$ cat src/rtl/core/infix_precedence_evaluator_defines.svh
// Assertion macros shared by the evaluator RTL.
// Define ASSERT_OFF to compile every check away.
`ifndef INFIX_PRECEDENCE_EVALUATOR_DEFINES_SVH
`define INFIX_PRECEDENCE_EVALUATOR_DEFINES_SVH
`ifndef ASSERT_OFF
// Check on every rising edge, muted while reset is active.
`define ASSERT_RST(lbl, clk, rst_n, prop, msg) \
  lbl: assert property (@(posedge clk) disable iff (!rst_n) prop) else $error(msg);
// Check on every rising edge, reset included.
`define ASSERT_ALWAYS(lbl, clk, prop, msg) \
  lbl: assert property (@(posedge clk) prop) else $error(msg);
`else
`define ASSERT_RST(lbl, clk, rst_n, prop, msg)
`define ASSERT_ALWAYS(lbl, clk, prop, msg)
`endif
`endif

$ cat src/rtl/core/ipe_pkg.sv
`default_nettype none

package ipe_pkg;

  // Token codes; the current operator also uses NONE, PLUS .. DIVIDE.
  localparam logic [2:0] OP_NONE   = 3'd0;
  localparam logic [2:0] OP_NUMBER = 3'd0;
  localparam logic [2:0] OP_PLUS   = 3'd1;
  localparam logic [2:0] OP_MINUS  = 3'd2;
  localparam logic [2:0] OP_TIMES  = 3'd3;
  localparam logic [2:0] OP_DIVIDE = 3'd4;
  localparam logic [2:0] OP_FINISH = 3'd5;

  // Pending additive operator: none, plus or minus.
  localparam logic [1:0] PEND_NONE = 2'd0;

  // Saturation limits of the signed 64-bit range.
  localparam logic [63:0] VAL_MIN = 64'h8000_0000_0000_0000;
  localparam logic [63:0] VAL_MAX = 64'h7FFF_FFFF_FFFF_FFFF;

  // Partial products of the 64x64 multiply, 32x32 each.
  localparam int MUL_STEPS = 4;

  typedef struct packed {
    logic        start;
    logic [2:0]  op;
    logic [63:0] a;
    logic [63:0] b;
  } unit_req_t;

  typedef struct packed {
    logic        done;
    logic [63:0] value;
    logic        ovf;
    logic        dz;
  } unit_status_t;

endpackage

`default_nettype wire

$ cat src/rtl/core/ipe_arith_unit.sv
`default_nettype none
`include "infix_precedence_evaluator_defines.svh"

// Shared arithmetic unit: saturating add/sub in one pass, multiply over four
// 32x32 partial products, restoring division one quotient bit per cycle.
module ipe_arith_unit #(
  parameter int FRACTION_BITS = 32
) (
  input  wire logic               clk_i,
  input  wire logic               rst_ni,
  input  wire ipe_pkg::unit_req_t req_i,
  output ipe_pkg::unit_status_t   status_o
);

  localparam int NUM_W = 64 + FRACTION_BITS;
  localparam int CNT_W = $clog2(NUM_W + 1);

  typedef enum logic [1:0] {
    U_IDLE,
    U_MUL,
    U_DIV,
    U_FIN
  } unit_state_e;

  unit_state_e           state_q, state_d;
  logic [CNT_W-1:0]      cnt_q, cnt_d;
  ipe_pkg::unit_status_t status_q, status_d;

  logic              neg_q, neg_d;
  logic [63:0]       x_q, x_d;
  logic [63:0]       y_q, y_d;
  logic [127:0]      acc_q, acc_d;
  logic [63:0]       prod_q, prod_d;
  logic [NUM_W-1:0]  num_q, num_d;
  logic [63:0]       rem_q, rem_d;
  logic [127:0]      mag_q, mag_d;

  logic [63:0]       mag_a, mag_b;
  logic [64:0]       sum_w, dif_w;
  logic [31:0]       x_half, y_half;
  logic [127:0]      term, acc_sum;
  logic [63:0]       rem_sh;
  logic              rem_ge;
  logic [NUM_W-1:0]  num_sh;
  logic              mag_hi;

  // Form operand magnitudes and exact sums.
  always_comb begin
    mag_a = req_i.a[63] ? (64'd0 - req_i.a) : req_i.a;
    mag_b = req_i.b[63] ? (64'd0 - req_i.b) : req_i.b;
    sum_w = {req_i.a[63], req_i.a} + {req_i.b[63], req_i.b};
    dif_w = {req_i.a[63], req_i.a} - {req_i.b[63], req_i.b};
  end

  // Pick the halves and weight of the partial product.
  always_comb begin
    x_half = cnt_q[1] ? x_q[63:32] : x_q[31:0];
    y_half = cnt_q[0] ? y_q[63:32] : y_q[31:0];
    if (cnt_q == CNT_W'(1)) begin
      term = {64'd0, prod_q};
    end else if (cnt_q == CNT_W'(ipe_pkg::MUL_STEPS)) begin
      term = {prod_q, 64'd0};
    end else begin
      term = {32'd0, prod_q, 32'd0};
    end
    acc_sum = acc_q + term;
  end

  // One restoring division step.
  always_comb begin
    rem_sh = {rem_q[62:0], num_q[NUM_W-1]};
    rem_ge = (rem_sh >= y_q);
    num_sh = {num_q[NUM_W-2:0], rem_ge};
    mag_hi = (mag_q[127:64] != 64'd0);
  end

  // Sequence the unit.
  always_comb begin
    state_d  = state_q;
    cnt_d    = cnt_q;
    status_d = '0;
    neg_d    = neg_q;
    x_d      = x_q;
    y_d      = y_q;
    acc_d    = acc_q;
    prod_d   = prod_q;
    num_d    = num_q;
    rem_d    = rem_q;
    mag_d    = mag_q;
    unique case (state_q)
      U_IDLE: begin
        if (req_i.start) begin
          neg_d = req_i.a[63] ^ req_i.b[63];
          x_d   = mag_a;
          y_d   = mag_b;
          cnt_d = '0;
          acc_d = '0;
          rem_d = '0;
          num_d = NUM_W'(mag_a) << FRACTION_BITS;
          case (req_i.op)
            ipe_pkg::OP_PLUS: begin
              status_d.done  = 1'b1;
              status_d.ovf   = sum_w[64] ^ sum_w[63];
              status_d.value = status_d.ovf ?
                               (req_i.a[63] ? ipe_pkg::VAL_MIN : ipe_pkg::VAL_MAX) :
                               sum_w[63:0];
            end
            ipe_pkg::OP_MINUS: begin
              status_d.done  = 1'b1;
              status_d.ovf   = dif_w[64] ^ dif_w[63];
              status_d.value = status_d.ovf ?
                               (req_i.a[63] ? ipe_pkg::VAL_MIN : ipe_pkg::VAL_MAX) :
                               dif_w[63:0];
            end
            ipe_pkg::OP_TIMES: begin
              state_d = U_MUL;
            end
            ipe_pkg::OP_DIVIDE: begin
              if (req_i.b == 64'd0) begin
                // Zero divisor: saturate by the dividend's sign; zero over zero gives zero.
                status_d.done = 1'b1;
                status_d.dz   = 1'b1;
                if (req_i.a == 64'd0) begin
                  status_d.value = 64'd0;
                end else begin
                  status_d.value = req_i.a[63] ? ipe_pkg::VAL_MIN : ipe_pkg::VAL_MAX;
                end
              end else begin
                state_d = U_DIV;
              end
            end
            default: begin
              status_d.done = 1'b1;
            end
          endcase
        end
      end
      U_MUL: begin
        prod_d = x_half * y_half;
        if (cnt_q != '0) begin
          acc_d = acc_sum;
        end
        if (cnt_q == CNT_W'(ipe_pkg::MUL_STEPS)) begin
          mag_d   = acc_sum >> FRACTION_BITS;
          state_d = U_FIN;
        end
        cnt_d = cnt_q + CNT_W'(1);
      end
      U_DIV: begin
        rem_d = rem_ge ? (rem_sh - y_q) : rem_sh;
        num_d = num_sh;
        if (cnt_q == CNT_W'(NUM_W - 1)) begin
          mag_d   = 128'(num_sh);
          state_d = U_FIN;
        end
        cnt_d = cnt_q + CNT_W'(1);
      end
      U_FIN: begin
        // Apply the sign and saturate.
        status_d.done = 1'b1;
        if (neg_q) begin
          if (mag_hi || (mag_q[63:0] > ipe_pkg::VAL_MIN)) begin
            status_d.ovf   = 1'b1;
            status_d.value = ipe_pkg::VAL_MIN;
          end else begin
            status_d.value = 64'd0 - mag_q[63:0];
          end
        end else begin
          if (mag_hi || mag_q[63]) begin
            status_d.ovf   = 1'b1;
            status_d.value = ipe_pkg::VAL_MAX;
          end else begin
            status_d.value = mag_q[63:0];
          end
        end
        state_d = U_IDLE;
      end
      default: begin
        state_d = U_IDLE;
      end
    endcase
  end

  // Hold state and the status beat.
  always_ff @(posedge clk_i or negedge rst_ni) begin
    if (!rst_ni) begin
      state_q  <= U_IDLE;
      cnt_q    <= '0;
      status_q <= '0;
    end else begin
      state_q  <= state_d;
      cnt_q    <= cnt_d;
      status_q <= status_d;
    end
  end

  // Hold the datapath.
  always_ff @(posedge clk_i) begin
    neg_q  <= neg_d;
    x_q    <= x_d;
    y_q    <= y_d;
    acc_q  <= acc_d;
    prod_q <= prod_d;
    num_q  <= num_d;
    rem_q  <= rem_d;
    mag_q  <= mag_d;
  end

  assign status_o = status_q;

  `ASSERT_RST(a_start_idle, clk_i, rst_ni, req_i.start |-> (state_q == U_IDLE),
              "unit started while busy")
  `ASSERT_RST(a_dz_done, clk_i, rst_ni, status_q.dz |-> status_q.done,
              "zero-divide flag without done")
  `ASSERT_ALWAYS(a_dz_no_ovf, clk_i, status_q.dz |-> !status_q.ovf,
                 "zero divide also flagged overflow")

endmodule

`default_nettype wire

$ cat config.mk
export PLATFORM = sky130hd
export DESIGN_NAME = ipe_arith_unit
export DESIGN_NICKNAME = d
export VERILOG_FILES = /design/src/rtl/core/ipe_pkg.sv /design/src/rtl/core/ipe_arith_unit.sv
export VERILOG_INCLUDE_DIRS = /design/src /design/src/rtl/core
export SDC_FILE = /design/constraint.sdc
export NUM_CORES = 2
export LEC_CHECK = 0
export BUFFER_PORTS_ARGS = -buffer_cell sky130_fd_sc_hd__clkbuf_2
export CAP_MARGIN = 20
export CORE_ASPECT_RATIO = 0.6
export CORE_MARGIN = 2
export CORE_UTILIZATION = 40
export DETAILED_ROUTE_END_ITERATION = 10
export GPL_TIMING_DRIVEN = 0
export SKIP_LAST_GASP = 1
export SLEW_MARGIN = 20
export SYNTH_ARGS = -nofsm -noshare
export SYNTH_HDL_FRONTEND = slang
export SYNTH_SLANG_ARGS = --single-unit
$ cat constraint.sdc
create_clock -name clk_i -period 13.7 [get_ports clk_i]
set_clock_uncertainty 0.2 [all_clocks]
set_input_delay 0.685 -clock clk_i [delete_from_list [all_inputs] [get_ports clk_i]]
set_output_delay 0.685 -clock clk_i [all_outputs]
set_load 0.01 [all_outputs]
; After elaboration in Yosys (flattened, before gate mapping)
; Cells that the tools add are included.
; Widths: inputs -> output; s select.
[op_classes]
add_sub_neg = 8
mul = 1
n_div = 0
magnitude_cmp = 2
n_eq_ne = 16
n_shift = 0
mux = 43
n_bitwise = 3
reduce_logical = 18
[op_table]
columns = cell, count
row1 = $mux 128, 6
row2 = $pmux 128 s2, 2
row3 = $mux 64, 7
row4 = $pmux 64 s3, 1
row5 = $pmux 96 s2, 1
row6 = $sub 1x64->64 const A, 3
row7 = $mux 63, 3
row8 = $pmux 66 s2, 1
row9 = $mux 65, 2
row10 = $add 128x128->128, 1
row11 = $logic_not 64->1, 2
row12 = $pmux 63 s2, 1
row13 = $mux 96, 1
row14 = $mux 67, 1
row15 = $add 64x64->65, 1
row16 = $sub 64x64->65, 1
row17 = $ge 64x64->1, 1
row18 = $gt 64x64->1 const B, 1
row19 = $mul 32x32->64, 1
row20 = $mux 32, 2
row21 = $reduce_bool 64->1, 1
row22 = $sub 63x63->63, 1
row23 = $pmux 7 s2, 1
row24 = $mux 2, 4
row25 = 26 further kinds, 45
[totals]
reg_bits = 684
latch_bits = 0
ram_bits = 0
rom_bits = 0
in_bits = 134
out_inout_bits = 67
word_cells = 106
memories = 0

; Depth between registers and ports, before layout
[logic_depth]
word_depth = 6
depth_mapped = 33
mapped_depth_nobuf = 29

; Least setup slack after synthesis
; No wires, ideal clock.
[synth_path]
kind = register to register
start = reg state_q[0]
end = reg num_q[0] (enable)
setup_ns = 0.898
arrival_time_ns = 12.314
required_ns = 12.602
path_slack_ns = 0.288
path_stages_with_launch = 7
path_buffers = 2
period_less_slack_ns = 13.412
path_cell_list = dfrtp_1 > inv_1 > ha_1 > clkinv_1 > clkbuf_1 > clkbuf_1 > o21ai_0
[synth_via]
elab_chain_cells = 3
word_cells_on_any_way = 5
classes_between = eq/ne (2) / reduce/logical (3)
[synth_rtl]
columns = element, line_no
row1 = start: declaration, ipe_arith_unit.sv:25  ; unit_state_e state_q, state_d;
row2 = start signal: assignment, ipe_arith_unit.sv:191  ; state_q <= state_d;
row3 = $eq 2x2->1 / $logic_not 2->1 (equally long branches), ipe_arith_unit.sv:90  ; unique case (state_q)
row4 = $reduce_bool 2->1 (no line) / $ne 2x2->1 (equally long branches), --
row5 = $reduce_and 2->1 (no line) (*), --
row6 = end signal: assignment, ipe_arith_unit.sv:204  ; num_q <= num_d;
row7 = end: declaration, ipe_arith_unit.sv:34  ; logic [NUM_W-1:0] num_q, num_d;
; Mark *: on every way between the ends. The rest lies on a longest branch, timed or not.
; A chain may end at the register's enable or synchronous reset.

; Final worst setup path
[layout_path]
start = reg cnt_q[1]
end = reg prod_q[63] (data pin)
[layout_via]
elab_chain_cells = 2
[layout_rtl]
columns = element, line_no
row1 = start: declaration, ipe_arith_unit.sv:26  ; logic [CNT_W-1:0] cnt_q, cnt_d;
row2 = start signal: assignment, ipe_arith_unit.sv:192  ; cnt_q <= cnt_d;
row3 = $mux 32, ipe_arith_unit.sv:57  ; x_half = cnt_q[1] ? x_q[63:32] : x_q[31:0];
row4 = $mul 32x32->64, ipe_arith_unit.sv:139  ; prod_d = x_half * y_half;
row5 = end signal: assignment, ipe_arith_unit.sv:203  ; prod_q <= prod_d;
row6 = end: declaration, ipe_arith_unit.sv:33  ; logic [63:0] prod_q, prod_d;
; No other way between the ends.

==> flow_summary.json <==
{
  "crit_family": "adder cells",
  "overflow": 0,
  "drv_cap": 0,
  "worst-path-buf-inv": 7,
  "dr_total_vias": 80240,
  "num_rows": 130,
  "grt_pass1_vias": 74095,
  "final_area_mm2": 0.0933,
  "gp_congestion": 1.07,
  "crit_path_end_kind": "flop",
  "ios": 201,
  "hold_path.class": "in -> reg",
  "post_drt_wl_per_cell_um": 33.3,
  "post-route-period-util": 1.00,
  "finalSetupViolCount": 0,
  "slowest_delay_ns": 1.03,
  "cts_resized": 0,
  "rsz0062_at_grt": "false",
  "worst_slew_pin_slew_ns": 1.35,
  "drtPass1Iterations": 11,
  "slew-limit-headroom": 0.0898,
  "numPortBuffers": 200,
  "grt_antenna_before_repair": 56,
  "syn_nets": 11340,
  "path_max_fanout": 10,
  "critPathArrivalTime_ns": 13.93,
  "htreeDepth": 3,
  "dp_hpwl_um": 364000,
  "synth_edf_count": 576,
  "cts_buffers": 70,
  "core_area_mm2": 0.209,
  "utilization": 0.446,
  "finalSetupTns_ns": 0,
  "layout_min_cycle_time_ns": 13.70,
  "start_kind": "flop",
  "fmax_mhz": 73.0,
  "syn_to_final_growth_pct": 10.7,
  "setup_ws_ns": 0.00301,
  "synthArstFlopShare": 0.117,
  "drc": 0,
  "synth_cells": 9714,
  "wl_um": 430000,
  "drt-vias-per-instance": 6.20,
  "grt_max_degree": 73,
  "die_w_um": 596,
  "cts_tree": "built",
  "die_area_mm2": 0.214,
  "clock_sinks": 652,
  "clkLatencyLatePin_ns": 0.74,
  "cp_slowest_cell": "mux2i_1",
  "die_y_um": 359,
  "slew_violations": 0,
  "hold_violations": 0,
  "worst_ep_required_time_ns": 13.94,
  "grt_pass1_wl_um": 588000,
  "outcome": "finished, final reports clean",
  "post-place-ws_ns": 0.733,
  "synth_area_per_cell_um2": 8.67,
  "drt_iter0_markers": 11743,
  "fin_nets": 11706,
  "dpl_cell_area_mm2": 0.0908,
  "clock_path_buffers": 3,
  "cts.reportedPaths.clkPinSlew_ns": 0.09,
  "synth_cell_types": 91,
  "drive_gt1_frac": 0.0718,
  "grt_use_total": 0.391,
  "worstSetupPathType": "reg -> reg",
  "ant_nets": 0,
  "synth_seq_area_share": 0.228,
  "syn-cell-area_mm2": 0.0842,
  "root_buffer": "clkbuf_16",
  "path_common_cell": "fa_1",
  "synth_flop_cell": "edfxtp_1",
  "synth_seq_cells": 652,
  "initial_utilization": 0.402,
  "synth_warnings": 0
}
==> state kept, by name, summed over array words and instances, names as in the netlist <==
signal    count
state_q       2
neg_q         1
mag_q        96
rem_q        63
prod_q       64
x_q          64
y_q          64
cnt_q         7
status_o     67
acc_q       128
num_q        96
==> metrics by stage <==
stage | hold slack (ns) | instances
after floorplan | 0.189 | 9714
after global placement | 0.326 | 12686
after detailed placement | 0.332 | 12772
after CTS | 0.0809 | 12901
after global routing | 0.0978 | 12912
final | 0.109 | 12932
==> Yosys cell counts, drive strengths merged (16+ instances only) <==
cell type,count,area (µm²)
mux2,94,1060
nand4,128,801
nand2,1164,4370
o22ai,16,100
fa,900,18000
o211ai,67,503
o21ai,455,2280
a31oi,80,500
xnor2,341,2990
inv,1139,4280
and3,45,282
o21bai,116,871
or2,37,234
nor4,75,482
a211oi,73,571
and2,128,801
o221ai,28,245
dfrtp,76,1900
or3,76,485
edfxtp,576,17300
xor2,113,990
buf,39,155
o41ai,32,280
a221oi,44,385
a21oi,638,3200
nor3b,17,128
nand3,144,721
nand2b,61,382
nor2,1064,4000
a21o,197,1480
nor3,144,741
ha,592,7410
or4,38,297
a21boi,58,435
o21a,45,338
o31ai,104,808
nor2b,49,307
mux2i,52,521
clkbuf,459,1720
==> timing repair <==
action | in CTS | in global routing
buffers inserted | 0 | 0
endpoints found under the hold margin | 27 | 0
hold buffers | 1 | 0
==> per-layer routing <==
metal / vias to the layer above / global-route usage / routed length [µm]
met5: - / 0.0115 / 675
met4: 56 / 0.0884 / 11300
met3: 658 / 0.184 / 70800
met2: 5341 / 0.476 / 153000
met1: 40404 / 0.602 / 195000
li1: 33781 / - / -
==> placed cells by master (no fill, tap or decap), types with 71 or more instances in the layout <==
cell type  synthesis  layout
o31ai_1          102     100
o21bai_1         116     116
nand3_1          144     144
ha_1             592     591
xor2_1           113     113
and2_1           128     128
dfrtp_1           76      76
or3_1             74      74
mux2_2            94      94
nor3_1           140     138
clkbuf_16          0      71
fa_1             900     900
a31oi_1           80      79
nor2_1          1063    1062
o21ai_0          426     410
a21o_1           197     197
nand4_1          128     128
clkbuf_2           0     233
xnor2_1          341     340
clkbuf_1         459     434
a21oi_1          637     633
nand2_1         1164    1164
inv_1           1138    1137
edfxtp_1         576     576
==> worst paths after layout <==
| kind | from | end | slack [ns] | cells past startpoint |
|---|---|---|---|---|
| max | cnt_q[1] | prod_q[63] | 0.003 | 27 |
| min | req_i[49] | y_q[49] | 0.11 | 2 |
| max reg2reg | cnt_q[1] | prod_q[63] | 0.003 | 27 |
| min reg2reg | num_q[5] | num_q[6] | 0.35 | 1 |
| max in group asynchronous | rst_ni | state_q[1] | 12.38 | 3 |
| min in group asynchronous | rst_ni | status_o[62] | 0.29 | 2 |
==> worst reg2reg max path, delay by kind of cell, from the launching register on <==
kind,cells,cell delay [ns]
fa+ha+maj,9,4.45
buf+inv,7,2.95
flops,1,0.38
compound gates,6,2.93
mux,1,1.04
xor+xnor,1,0.30
simple gates,3,1.16
==> final cells by class <==
type | instances | area [µm²]
diodes | 24 | 60.1
plain buffers | 498 | 1920
clock buffers | 80 | 1820
clock inverters | 48 | 499
fillers | 20804 | 116000
inverters | 1144 | 4300
multi-input cells | 7420 | 59500
flip-flops and latches | 652 | 19200
well taps | 2772 | 3470
repair buffers | 294 | 2470
==> kinds of logic (layout without fill, tap and decap cells) <==
group                    after synthesis  count (layout)  share of synthesized area
AO/OA/AOI/OAI                       2106            2106                      0.159
XOR/XNOR                             454             454                     0.0472
adder cells (fa/ha/maj)             1493            1493                      0.302
buffers and inverters               1642            2064                     0.0733
flip-flops                           652             652                      0.228
multiplexers                         146             146                     0.0187
other                                  0              24                          0
AND/OR/NAND/NOR                     3221            3221                      0.172
Power is left out: the tool's default activity adds up to more than one toggle a clock period on the data nets, which glitch-free logic cannot reach.
